--- config.mk ---
export PLATFORM = sky130hd
export DESIGN_NAME = ipv4_filter_and_prefix_router
export DESIGN_NICKNAME = d
export VERILOG_FILES = /design/src/sv/ifr_pkg.sv /design/src/sv/ipv4_filter_and_prefix_router.sv /design/src/sv/ifr_ram.sv /design/src/sv/ifr_regs.sv /design/src/sv/ifr_core.sv
export SDC_FILE = /design/constraint.sdc
export NUM_CORES = 2
export LEC_CHECK = 0
export BUFFER_PORTS_ARGS = -buffer_cell sky130_fd_sc_hd__buf_2
export CAP_MARGIN = 5
export CELL_PAD_IN_SITES_DETAIL_PLACEMENT = 1
export CELL_PAD_IN_SITES_GLOBAL_PLACEMENT = 1
export CORE_UTILIZATION = 40
export CTS_CLUSTER_SIZE = 8
export DETAILED_ROUTE_END_ITERATION = 10
export PLACE_DENSITY_LB_ADDON = 0.2
export SETUP_SLACK_MARGIN = 0.3
export SYNTH_ARGS = -nofsm -noshare
export SYNTH_HDL_FRONTEND = slang
export SYNTH_HIERARCHICAL = 1
export SYNTH_SLANG_ARGS = --single-unit
--- constraint.sdc ---
create_clock -name clk_i -period 9.6 [get_ports clk_i]
set_input_delay 1.92 -clock clk_i [delete_from_list [all_inputs] [get_ports clk_i]]
set_output_delay 1.92 -clock clk_i [all_outputs]
set_load 0.005 [all_outputs]
--- src/sv/ifr_pkg.sv ---
// ----------------------------------------------------------------------------
// ifr_pkg
// Shared types, widths and helpers of the IPv4 filter and prefix router.
// ----------------------------------------------------------------------------
`timescale 1ns / 1ps
`default_nettype none

package ifr_pkg;

  localparam int unsigned ADDR_W   = 32;
  localparam int unsigned LEN_W    = 6;
  localparam int unsigned LINK_W   = 4;
  localparam int unsigned SLOT_W   = 5;
  localparam int unsigned REQ_W    = 2;
  localparam int unsigned RCOUNT_W = 6;
  localparam int unsigned FCOUNT_W = 5;
  localparam int unsigned CNT_W    = 32;
  localparam int unsigned ENTRY_W  = ADDR_W + LEN_W + LINK_W;
  localparam int unsigned APB_AW   = 3;
  localparam int unsigned APB_DW   = 32;

  localparam int unsigned ROUTE_DEPTH_DEF  = 32;
  localparam int unsigned FILTER_DEPTH_DEF = 16;
  localparam int unsigned LINK_COUNT_DEF   = 16;

  localparam logic [LEN_W-1:0] MAX_LEN = 6'd32;
  localparam logic [CNT_W-1:0] CNT_MAX = {CNT_W{1'b1}};

  typedef enum logic [REQ_W-1:0] {
    REQ_WR_ROUTE  = 2'd0,
    REQ_WR_FILTER = 2'd1,
    REQ_PACKET    = 2'd2,
    REQ_READ      = 2'd3
  } req_e;

  typedef enum logic {
    REG_ROUTE_COUNT  = 1'b0,
    REG_FILTER_COUNT = 1'b1
  } reg_e;

  typedef struct packed {
    logic [RCOUNT_W-1:0] route_count;
    logic [FCOUNT_W-1:0] filter_count;
  } cfg_t;

  typedef struct packed {
    logic [ADDR_W-1:0] addr;
    logic [LEN_W-1:0]  len;
    logic [LINK_W-1:0] link;
  } entry_t;

  // The length is at most 32 here, as it is clamped when an entry is written.
  function automatic logic [ADDR_W-1:0] prefix_mask(input logic [LEN_W-1:0] len);
    logic [ADDR_W-1:0] m;
    if (len == '0) begin
      m = '0;
    end else begin
      m = {ADDR_W{1'b1}} << (MAX_LEN - len);
    end
    return m;
  endfunction

endpackage

`default_nettype wire

--- src/sv/ipv4_filter_and_prefix_router.sv ---
// ----------------------------------------------------------------------------
// ipv4_filter_and_prefix_router
// IPv4 filter and longest-prefix router with saturating per-link counters.
// ----------------------------------------------------------------------------
// Route and filter entries share one table memory and are scanned one entry
// per cycle through its registered read port. A table write gives no result
// word; a counter read passes through the counter read and update states,
// and a packet first scans the filters and then the routes, or stops early
// when a filter hits. Either of the last two waits in the output state while
// the previous result has not yet left the output register. The block accepts
// a new word once the previous one has finished, while an earlier result may
// still wait in the output register. Counters live in a second memory with a
// valid bit per link, so no clearing pass is needed after reset.
`timescale 1ns / 1ps
`default_nettype none

module ipv4_filter_and_prefix_router import ifr_pkg::*; #(
  parameter int unsigned ROUTE_DEPTH  = ROUTE_DEPTH_DEF,
  parameter int unsigned FILTER_DEPTH = FILTER_DEPTH_DEF,
  parameter int unsigned LINK_COUNT   = LINK_COUNT_DEF
) (
  input  logic              clk_i,
  input  logic              rst_ni,
  input  logic              psel,
  input  logic              penable,
  input  logic              pwrite,
  input  logic [APB_AW-1:0] paddr,
  input  logic [APB_DW-1:0] pwdata,
  output logic [APB_DW-1:0] prdata,
  output logic              pready,
  input  logic              in_valid_i,
  output logic              in_ready_o,
  input  logic [REQ_W-1:0]  req_type_i,
  input  logic [SLOT_W-1:0] entry_index_i,
  input  logic [ADDR_W-1:0] prefix_addr_i,
  input  logic [LEN_W-1:0]  prefix_len_i,
  input  logic [LINK_W-1:0] link_id_i,
  input  logic [ADDR_W-1:0] dest_addr_i,
  output logic              out_valid_o,
  input  logic              out_ready_i,
  output logic [LINK_W-1:0] out_link_o,
  output logic              rejected_o,
  output logic              matched_o,
  output logic [CNT_W-1:0]  count_value_o
);

  cfg_t cfg;

  ifr_regs u_regs (
    .clk_i   (clk_i),
    .rst_ni  (rst_ni),
    .psel    (psel),
    .penable (penable),
    .pwrite  (pwrite),
    .paddr   (paddr),
    .pwdata  (pwdata),
    .prdata  (prdata),
    .pready  (pready),
    .cfg_o   (cfg)
  );

  ifr_core #(
    .ROUTE_DEPTH  (ROUTE_DEPTH),
    .FILTER_DEPTH (FILTER_DEPTH),
    .LINK_COUNT   (LINK_COUNT)
  ) u_core (
    .clk_i         (clk_i),
    .rst_ni        (rst_ni),
    .cfg_i         (cfg),
    .in_valid_i    (in_valid_i),
    .in_ready_o    (in_ready_o),
    .req_type_i    (req_type_i),
    .entry_index_i (entry_index_i),
    .prefix_addr_i (prefix_addr_i),
    .prefix_len_i  (prefix_len_i),
    .link_id_i     (link_id_i),
    .dest_addr_i   (dest_addr_i),
    .out_valid_o   (out_valid_o),
    .out_ready_i   (out_ready_i),
    .out_link_o    (out_link_o),
    .rejected_o    (rejected_o),
    .matched_o     (matched_o),
    .count_value_o (count_value_o)
  );

endmodule

`default_nettype wire

--- src/sv/ifr_ram.sv ---
// ----------------------------------------------------------------------------
// ifr_ram
// Generic single-write, single-read RAM with a registered read port.
// ----------------------------------------------------------------------------
`timescale 1ns / 1ps
`default_nettype none

module ifr_ram #(
  parameter int unsigned WIDTH = 32,
  parameter int unsigned DEPTH = 16,
  localparam int unsigned AW = (DEPTH > 1) ? $clog2(DEPTH) : 1
) (
  input  logic             clk_i,
  input  logic             we_i,
  input  logic [AW-1:0]    waddr_i,
  input  logic [WIDTH-1:0] wdata_i,
  input  logic [AW-1:0]    raddr_i,
  output logic [WIDTH-1:0] rdata_o
);

  logic [WIDTH-1:0] mem_q [DEPTH];
  logic [WIDTH-1:0] rdata_q;

  always_ff @(posedge clk_i) begin
    if (we_i) begin
      mem_q[waddr_i] <= wdata_i;
    end
    rdata_q <= mem_q[raddr_i];
  end

  assign rdata_o = rdata_q;

endmodule

`default_nettype wire

--- src/sv/ifr_regs.sv ---
// ----------------------------------------------------------------------------
// ifr_regs
// APB-style register file holding the active route and filter counts.
// ----------------------------------------------------------------------------
`timescale 1ns / 1ps
`default_nettype none

module ifr_regs import ifr_pkg::*; (
  input  logic              clk_i,
  input  logic              rst_ni,
  input  logic              psel,
  input  logic              penable,
  input  logic              pwrite,
  input  logic [APB_AW-1:0] paddr,
  input  logic [APB_DW-1:0] pwdata,
  output logic [APB_DW-1:0] prdata,
  output logic              pready,
  output cfg_t              cfg_o
);

  cfg_t cfg_q;
  reg_e sel;
  logic wr_en;

  assign sel    = reg_e'(paddr[2]);
  assign wr_en  = psel & penable & pwrite;
  assign pready = 1'b1;

  always_ff @(posedge clk_i or negedge rst_ni) begin
    if (!rst_ni) begin
      cfg_q <= '0;
    end else if (wr_en) begin
      case (sel)
        REG_ROUTE_COUNT:  cfg_q.route_count  <= pwdata[RCOUNT_W-1:0];
        REG_FILTER_COUNT: cfg_q.filter_count <= pwdata[FCOUNT_W-1:0];
        default:          cfg_q <= cfg_q;
      endcase
    end
  end

  always_comb begin
    case (sel)
      REG_ROUTE_COUNT:  prdata = APB_DW'(cfg_q.route_count);
      REG_FILTER_COUNT: prdata = APB_DW'(cfg_q.filter_count);
      default:          prdata = '0;
    endcase
  end

  assign cfg_o = cfg_q;

endmodule

`default_nettype wire

--- src/sv/ifr_core.sv ---
// ----------------------------------------------------------------------------
// ifr_core
// Table and counter memories with the scan sequencer and counter update.
// ----------------------------------------------------------------------------
`timescale 1ns / 1ps
`default_nettype none

module ifr_core import ifr_pkg::*; #(
  parameter int unsigned ROUTE_DEPTH  = ROUTE_DEPTH_DEF,
  parameter int unsigned FILTER_DEPTH = FILTER_DEPTH_DEF,
  parameter int unsigned LINK_COUNT   = LINK_COUNT_DEF
) (
  input  logic              clk_i,
  input  logic              rst_ni,
  input  cfg_t              cfg_i,
  input  logic              in_valid_i,
  output logic              in_ready_o,
  input  logic [REQ_W-1:0]  req_type_i,
  input  logic [SLOT_W-1:0] entry_index_i,
  input  logic [ADDR_W-1:0] prefix_addr_i,
  input  logic [LEN_W-1:0]  prefix_len_i,
  input  logic [LINK_W-1:0] link_id_i,
  input  logic [ADDR_W-1:0] dest_addr_i,
  output logic              out_valid_o,
  input  logic              out_ready_i,
  output logic [LINK_W-1:0] out_link_o,
  output logic              rejected_o,
  output logic              matched_o,
  output logic [CNT_W-1:0]  count_value_o
);

  localparam int unsigned TDEPTH = ROUTE_DEPTH + FILTER_DEPTH;
  localparam int unsigned TAW    = $clog2(TDEPTH);
  localparam int unsigned MAXD   = (ROUTE_DEPTH > FILTER_DEPTH) ? ROUTE_DEPTH : FILTER_DEPTH;
  localparam int unsigned SCW    = $clog2(MAXD + 1);
  localparam int unsigned CAW    = (LINK_COUNT > 1) ? $clog2(LINK_COUNT) : 1;

  typedef enum logic [2:0] {
    ST_IDLE,
    ST_FILT,
    ST_ROUT,
    ST_CRD,
    ST_CUPD,
    ST_OUT
  } state_e;

  state_e             state_q;
  logic [SCW-1:0]     idx_q;
  logic               pend_q;
  logic [ADDR_W-1:0]  dest_q;
  logic               rej_q;
  logic               hit_q;
  logic [LEN_W-1:0]   best_len_q;
  logic [LINK_W-1:0]  chosen_q;
  logic               is_pkt_q;
  logic               link_ok_q;
  logic [CNT_W-1:0]   res_count_q;
  logic [LINK_COUNT-1:0] cnt_vld_q;
  logic               out_valid_q;
  logic [LINK_W-1:0]  out_link_q;
  logic               out_rej_q;
  logic               out_match_q;
  logic [CNT_W-1:0]   out_count_q;

  logic               accept;
  req_e               req;
  logic [SCW-1:0]     nf;
  logic [SCW-1:0]     nr;
  logic [SCW-1:0]     scan_lim;
  logic               issue;
  logic               tbl_we;
  logic [TAW-1:0]     tbl_waddr;
  entry_t             tbl_wdata;
  logic [TAW-1:0]     tbl_raddr;
  logic [ENTRY_W-1:0] tbl_rdata;
  entry_t             ent;
  logic               ent_hit;
  logic [CAW-1:0]     cnt_addr;
  logic [CNT_W-1:0]   cnt_rdata;
  logic [CNT_W-1:0]   cur_cnt;
  logic [CNT_W-1:0]   new_cnt;
  logic               cnt_we;
  logic               wr_route;
  logic               wr_filter;

  assign in_ready_o = (state_q == ST_IDLE);
  assign accept     = in_valid_i & in_ready_o;
  assign req        = req_e'(req_type_i);

  assign nr = (32'(cfg_i.route_count) < ROUTE_DEPTH) ? SCW'(cfg_i.route_count)
                                                     : SCW'(ROUTE_DEPTH);
  assign nf = (32'(cfg_i.filter_count) < FILTER_DEPTH) ? SCW'(cfg_i.filter_count)
                                                       : SCW'(FILTER_DEPTH);
  assign scan_lim = (state_q == ST_FILT) ? nf : nr;
  assign issue    = ((state_q == ST_FILT) || (state_q == ST_ROUT)) && (idx_q < scan_lim);

  // Routes occupy the low part of the table memory, filters follow them.
  assign wr_route  = accept && (req == REQ_WR_ROUTE) && (32'(entry_index_i) < ROUTE_DEPTH);
  assign wr_filter = accept && (req == REQ_WR_FILTER) && (32'(entry_index_i) < FILTER_DEPTH);
  assign tbl_we    = wr_route | wr_filter;
  assign tbl_waddr = wr_route ? TAW'(32'(entry_index_i))
                              : TAW'(ROUTE_DEPTH + 32'(entry_index_i));

  always_comb begin
    tbl_wdata.addr = prefix_addr_i;
    tbl_wdata.len  = (prefix_len_i > MAX_LEN) ? MAX_LEN : prefix_len_i;
    tbl_wdata.link = '0;
    if (wr_route && (32'(link_id_i) < LINK_COUNT)) begin
      tbl_wdata.link = link_id_i;
    end
  end

  assign tbl_raddr = (state_q == ST_FILT) ? TAW'(ROUTE_DEPTH + 32'(idx_q))
                                          : TAW'(32'(idx_q));

  ifr_ram #(
    .WIDTH (ENTRY_W),
    .DEPTH (TDEPTH)
  ) u_tbl_ram (
    .clk_i   (clk_i),
    .we_i    (tbl_we),
    .waddr_i (tbl_waddr),
    .wdata_i (tbl_wdata),
    .raddr_i (tbl_raddr),
    .rdata_o (tbl_rdata)
  );

  assign ent     = entry_t'(tbl_rdata);
  assign ent_hit = ((dest_q ^ ent.addr) & prefix_mask(ent.len)) == '0;

  assign cnt_addr = CAW'(32'(chosen_q));
  assign cur_cnt  = (link_ok_q && cnt_vld_q[cnt_addr]) ? cnt_rdata : '0;
  assign new_cnt  = (is_pkt_q && (cur_cnt != CNT_MAX)) ? cur_cnt + 1'b1 : cur_cnt;
  assign cnt_we   = (state_q == ST_CUPD) && is_pkt_q;

  ifr_ram #(
    .WIDTH (CNT_W),
    .DEPTH (LINK_COUNT)
  ) u_cnt_ram (
    .clk_i   (clk_i),
    .we_i    (cnt_we),
    .waddr_i (cnt_addr),
    .wdata_i (new_cnt),
    .raddr_i (cnt_addr),
    .rdata_o (cnt_rdata)
  );

  always_ff @(posedge clk_i or negedge rst_ni) begin
    if (!rst_ni) begin
      state_q     <= ST_IDLE;
      pend_q      <= 1'b0;
      idx_q       <= '0;
      cnt_vld_q   <= '0;
      out_valid_q <= 1'b0;
    end else begin
      if (out_valid_q && out_ready_i && (state_q != ST_OUT)) begin
        out_valid_q <= 1'b0;
      end
      case (state_q)
        ST_IDLE: begin
          if (accept) begin
            dest_q     <= dest_addr_i;
            chosen_q   <= (req == REQ_PACKET) ? '0 : link_id_i;
            rej_q      <= 1'b0;
            hit_q      <= 1'b0;
            best_len_q <= '0;
            idx_q      <= '0;
            pend_q     <= 1'b0;
            is_pkt_q   <= (req == REQ_PACKET);
            link_ok_q  <= (req == REQ_PACKET) || (32'(link_id_i) < LINK_COUNT);
            case (req)
              REQ_PACKET: begin
                state_q <= ST_FILT;
              end
              REQ_READ: begin
                state_q <= ST_CRD;
              end
              default: begin
                state_q <= ST_IDLE;
              end
            endcase
          end
        end
        ST_FILT: begin
          if (issue) begin
            idx_q <= idx_q + 1'b1;
          end
          if (pend_q && ent_hit) begin
            rej_q   <= 1'b1;
            pend_q  <= 1'b0;
            state_q <= ST_CRD;
          end else begin
            pend_q <= issue;
            if (!pend_q && !issue) begin
              idx_q   <= '0;
              state_q <= ST_ROUT;
            end
          end
        end
        ST_ROUT: begin
          pend_q <= issue;
          if (issue) begin
            idx_q <= idx_q + 1'b1;
          end
          if (pend_q && ent_hit && (!hit_q || (ent.len > best_len_q))) begin
            hit_q      <= 1'b1;
            best_len_q <= ent.len;
            chosen_q   <= ent.link;
          end
          if (!pend_q && !issue) begin
            state_q <= ST_CRD;
          end
        end
        ST_CRD: begin
          state_q <= ST_CUPD;
        end
        ST_CUPD: begin
          res_count_q <= new_cnt;
          if (cnt_we) begin
            cnt_vld_q[cnt_addr] <= 1'b1;
          end
          state_q <= ST_OUT;
        end
        ST_OUT: begin
          if (!out_valid_q || out_ready_i) begin
            out_valid_q <= 1'b1;
            out_link_q  <= chosen_q;
            out_rej_q   <= rej_q;
            out_match_q <= hit_q;
            out_count_q <= res_count_q;
            state_q     <= ST_IDLE;
          end
        end
        default: begin
          state_q <= ST_IDLE;
        end
      endcase
    end
  end

  assign out_valid_o   = out_valid_q;
  assign out_link_o    = out_link_q;
  assign rejected_o    = out_rej_q;
  assign matched_o     = out_match_q;
  assign count_value_o = out_count_q;

  a_rej_excludes_match: assert property (@(posedge clk_i) disable iff (!rst_ni)
    out_valid_q |-> !(out_rej_q && out_match_q))
    else $error("rejected packet also reports a route match");

  a_tbl_write_idle: assert property (@(posedge clk_i) disable iff (!rst_ni)
    tbl_we |-> (state_q == ST_IDLE))
    else $error("table written while a packet is in progress");

  a_scan_bound: assert property (@(posedge clk_i) disable iff (!rst_ni)
    32'(idx_q) <= MAXD)
    else $error("scan index beyond table depth");

  a_pkt_counted: assert property (@(posedge clk_i) disable iff (!rst_ni)
    ((state_q == ST_CUPD) && is_pkt_q) |=> (res_count_q != '0))
    else $error("packet counter did not advance");

endmodule

`default_nettype wire

==> results.toml <==
[detailed_routing]
vias_per_cell = 5.705
ant_nets = 0
routedWlPerCell_um = 31.63
dr.pass1.iters = 5
routed_wl_um = 284900
drt_iter0_drc = 4603
route.detailed.drc = 0
dr_total_vias = 51380

[clocking]
path_clk_slew_ps = 50
clock_latency_ps = 910
cts_setup_buffers = 0
cts_tree = "yes"
numCtsBuffers = 387
postCtsHoldBufs = 0
clock_sinks = 2755
clock_path_buffers = 4
cts_resized = 0
h-tree-depth = 5
cts-root-buf = "clkbuf_16"

[die]
die_w_um = 514.9
dieArea_um2 = 265100
ios = 196
rows = 187
floorplan.initialDensity = 0.4037
die_h_um = 514.9
core-area_um2 = 260600

[finish]
final_core_util = 0.4658
layout.nets = 5450
synthToLayoutAreaGrowth_pct = 15.40
layout.cells.non_filler = 9007
drive_gt1_frac = 0.2604

[global_routing]
antenna_found_initial = 27
grt_max_degree = 122
grt_use_total = 0.2140
grt_pass1_vias = 53900
gr-total-overflow = 0
grt_pass1_wl_um = 401100

[timing]
slew_violations = 0
final.min_clock_period_ps = 5654
clock-skew-final_ps = 73.33
setup_tns_ps = 0
grt_setup_unrepaired = "false"
hold_viol = 0
final-setup-viol-count = 0
fin_ws_ps = 3946
tightestPinTransition_ps = 1298
min_period_over_period = 0.5889
max_freq_mhz = 176.9
slew_headroom = 0.1344

[setup_path]
worstPathRequired_ps = 10070
path_cells = "buf_12, mux4_2, mux4_2, and2_1, ha_1, and3_1, nand4_1, nor4_2, nand3_1, xor2_1, nor2_1"
critical_path_buf_inv_count = 1
crit_path_end_kind = "flop"
slowest_delay_ps = 840
critPathMaxFanout = 95
setup.worst_path.class = "flop to flop"
arrival_ps = 6130
critPathMostFrequentCell = "mux4_2"
cp_top_family = "simple AND/OR/NAND/NOR gates"
worst_setup_path_start_kind = "flop"
critPathSlowestCell = "nor2_1"

[logic_synthesis]
yosysWarnings = 6
ys_types = 73
synthCells = 4886
yosys-top-cells-count = "edfxtp_1 (2643), mux4_2 (603), mux2i_1 (156)"
synth.largest_area_cell = "edfxtp_1"
ys_ff_latch = 2755
synth_flop_cell = "edfxtp_1"
seq_area_frac_synth = 0.7775
syn_area_um2 = 105200
synth.area.top_cells = "edfxtp_1 (75%), mux4_2 (13%), mux2i_1 (1.5%)"
syn_area_per_cell_um2 = 21.53
yosysTopAreaCellShare = 0.7543
synth_edf_count = 2643
synth_most_common_cell = "edfxtp_1"
synthArstFlopShare = 0.01379

[place]
pre_cts_ws_ps = 3609
dp_hpwl_um = 158700
gp_congestion = 0.7876
dp_cells = 8411
port_buffers = 140

[status]
status = "finished clean"

[pwr]
irDropWorstVdd_v = 0.0001981
power_density_nw_per_um2 = 264.9
power.total_mw = 32.17
p_leak_nw = 38.03

[flow_run]
drv_cap = 0

[worst_hold_path]
min_path_type = "flop to flop"
## layout by cell type (no fill, tap or decap), types with 79 or more instances in the layout
cell,count
edfxtp_1,2643
mux4_2,603
clkbuf_16,394
mux2i_1,156
nand2_1,146
clkbuf_1,142
buf_2,140
buf_4,134
a22oi_1,113
o22ai_1,108
o21ai_0,79
## kinds of logic (layout without fill, tap and decap cells)
logic type      count (synthesis)  after routing  share of synthesized area
fa+ha+maj                      17             17                   0.002022
buf+inv                       298            860                    0.01511
other cells                     2             65                 0.00007138
mux                           776            776                     0.1457
simple gates                  501            501                    0.02358
flops                        2755           2755                     0.7775
xor+xnor                       71             71                   0.005910
compound gates                466            466                    0.03011
## state kept, by name (all words and copies together), names as in the netlist, 3 cells and up
name                      cells
u_core/res_count_q           32
u_core/dest_q                32
u_regs/cfg_o                 11
u_core/u_cnt_ram/rdata_o     32
u_core/u_cnt_ram/mem_q      512
u_core/u_tbl_ram/rdata_o     42
u_core/state_q                3
u_core/best_len_q             6
u_core/chosen_q               4
u_core/cnt_vld_q             16
u_core/count_value_o         32
u_core/u_tbl_ram/mem_q     2016
u_core/idx_q                  6
u_core/out_link_o             4
## worst reg2reg max path: stages, from the launching register on
cell and delay, ps:
edfxtp_1 660, buf_12 560, mux4_2 460, mux4_2 600, and2_1 280, ha_1 190, and3_1 350, nand4_1 260
nor4_2 710, nand3_1 190, xor2_1 180, nor2_1 840
## layout make-up
| type | instances | area, µm² |
|---|---|---|
| diodes | 38 | 95.09 |
| clock inverters | 16 | 254.0 |
| flip-flops and latches | 2755 | 81810 |
| clock buffers | 536 | 10390 |
| fillers | 23730 | 139200 |
| multi-input cells | 1858 | 22500 |
| repair buffers | 284 | 1907 |
| well taps | 3496 | 4374 |
| inverters | 24 | 90.09 |
## per-stage QoR
step	hold WS, ps	cell area, µm²
6_report	415.8	121400
5_1_grt	426.7	121400
4_1_cts	418.0	121300
3_5_place_dp	405.2	110600
3_3_place_gp	401.2	110600
2_1_floorplan	400.3	105300
## metal layers
| metal | GRT usage | up-vias | share of wire | wire length (µm) |
|---|---|---|---|---|
| met3 | 0.03572 | 495 | 0.054 | 15510 |
| met2 | 0.3512 | 1560 | 0.49 | 139800 |
| met1 | 0.2817 | 28030 | 0.41 | 117500 |
| met4 | 0.09271 | 12 | 0.042 | 12030 |
| li1 | - | 21290 | - | - |
| met5 | 0 | - | 0.00026 | 73 |
## worst paths after layout
path | slack [ps] | cells past startpoint | end | start
min | 420 | 0 | u_core/count_value_o[16] | u_core/res_count_q[16]
max | 3950 | 11 | u_core/u_cnt_ram/mem_q[7][26] | u_core/chosen_q[0]
max in group asynchronous | 7990 | 2 | u_core/idx_q[1] | rst_ni
min in group asynchronous | 1170 | 2 | u_regs/cfg_o[1] | rst_ni
min reg2reg | 420 | 0 | u_core/count_value_o[16] | u_core/res_count_q[16]
max reg2reg | 3950 | 11 | u_core/u_cnt_ram/mem_q[7][26] | u_core/chosen_q[0]
## power breakdown
group	internal (mW)	leakage (nW)	switching [mW]	total (mW)
combinational	2.44	7.94	3.58	6.03
clock	7.39	5.14	4.80	12.2
sequential	13.6	25.0	0.333	14.0
Note: power is estimated with default switching activity, not from simulation.
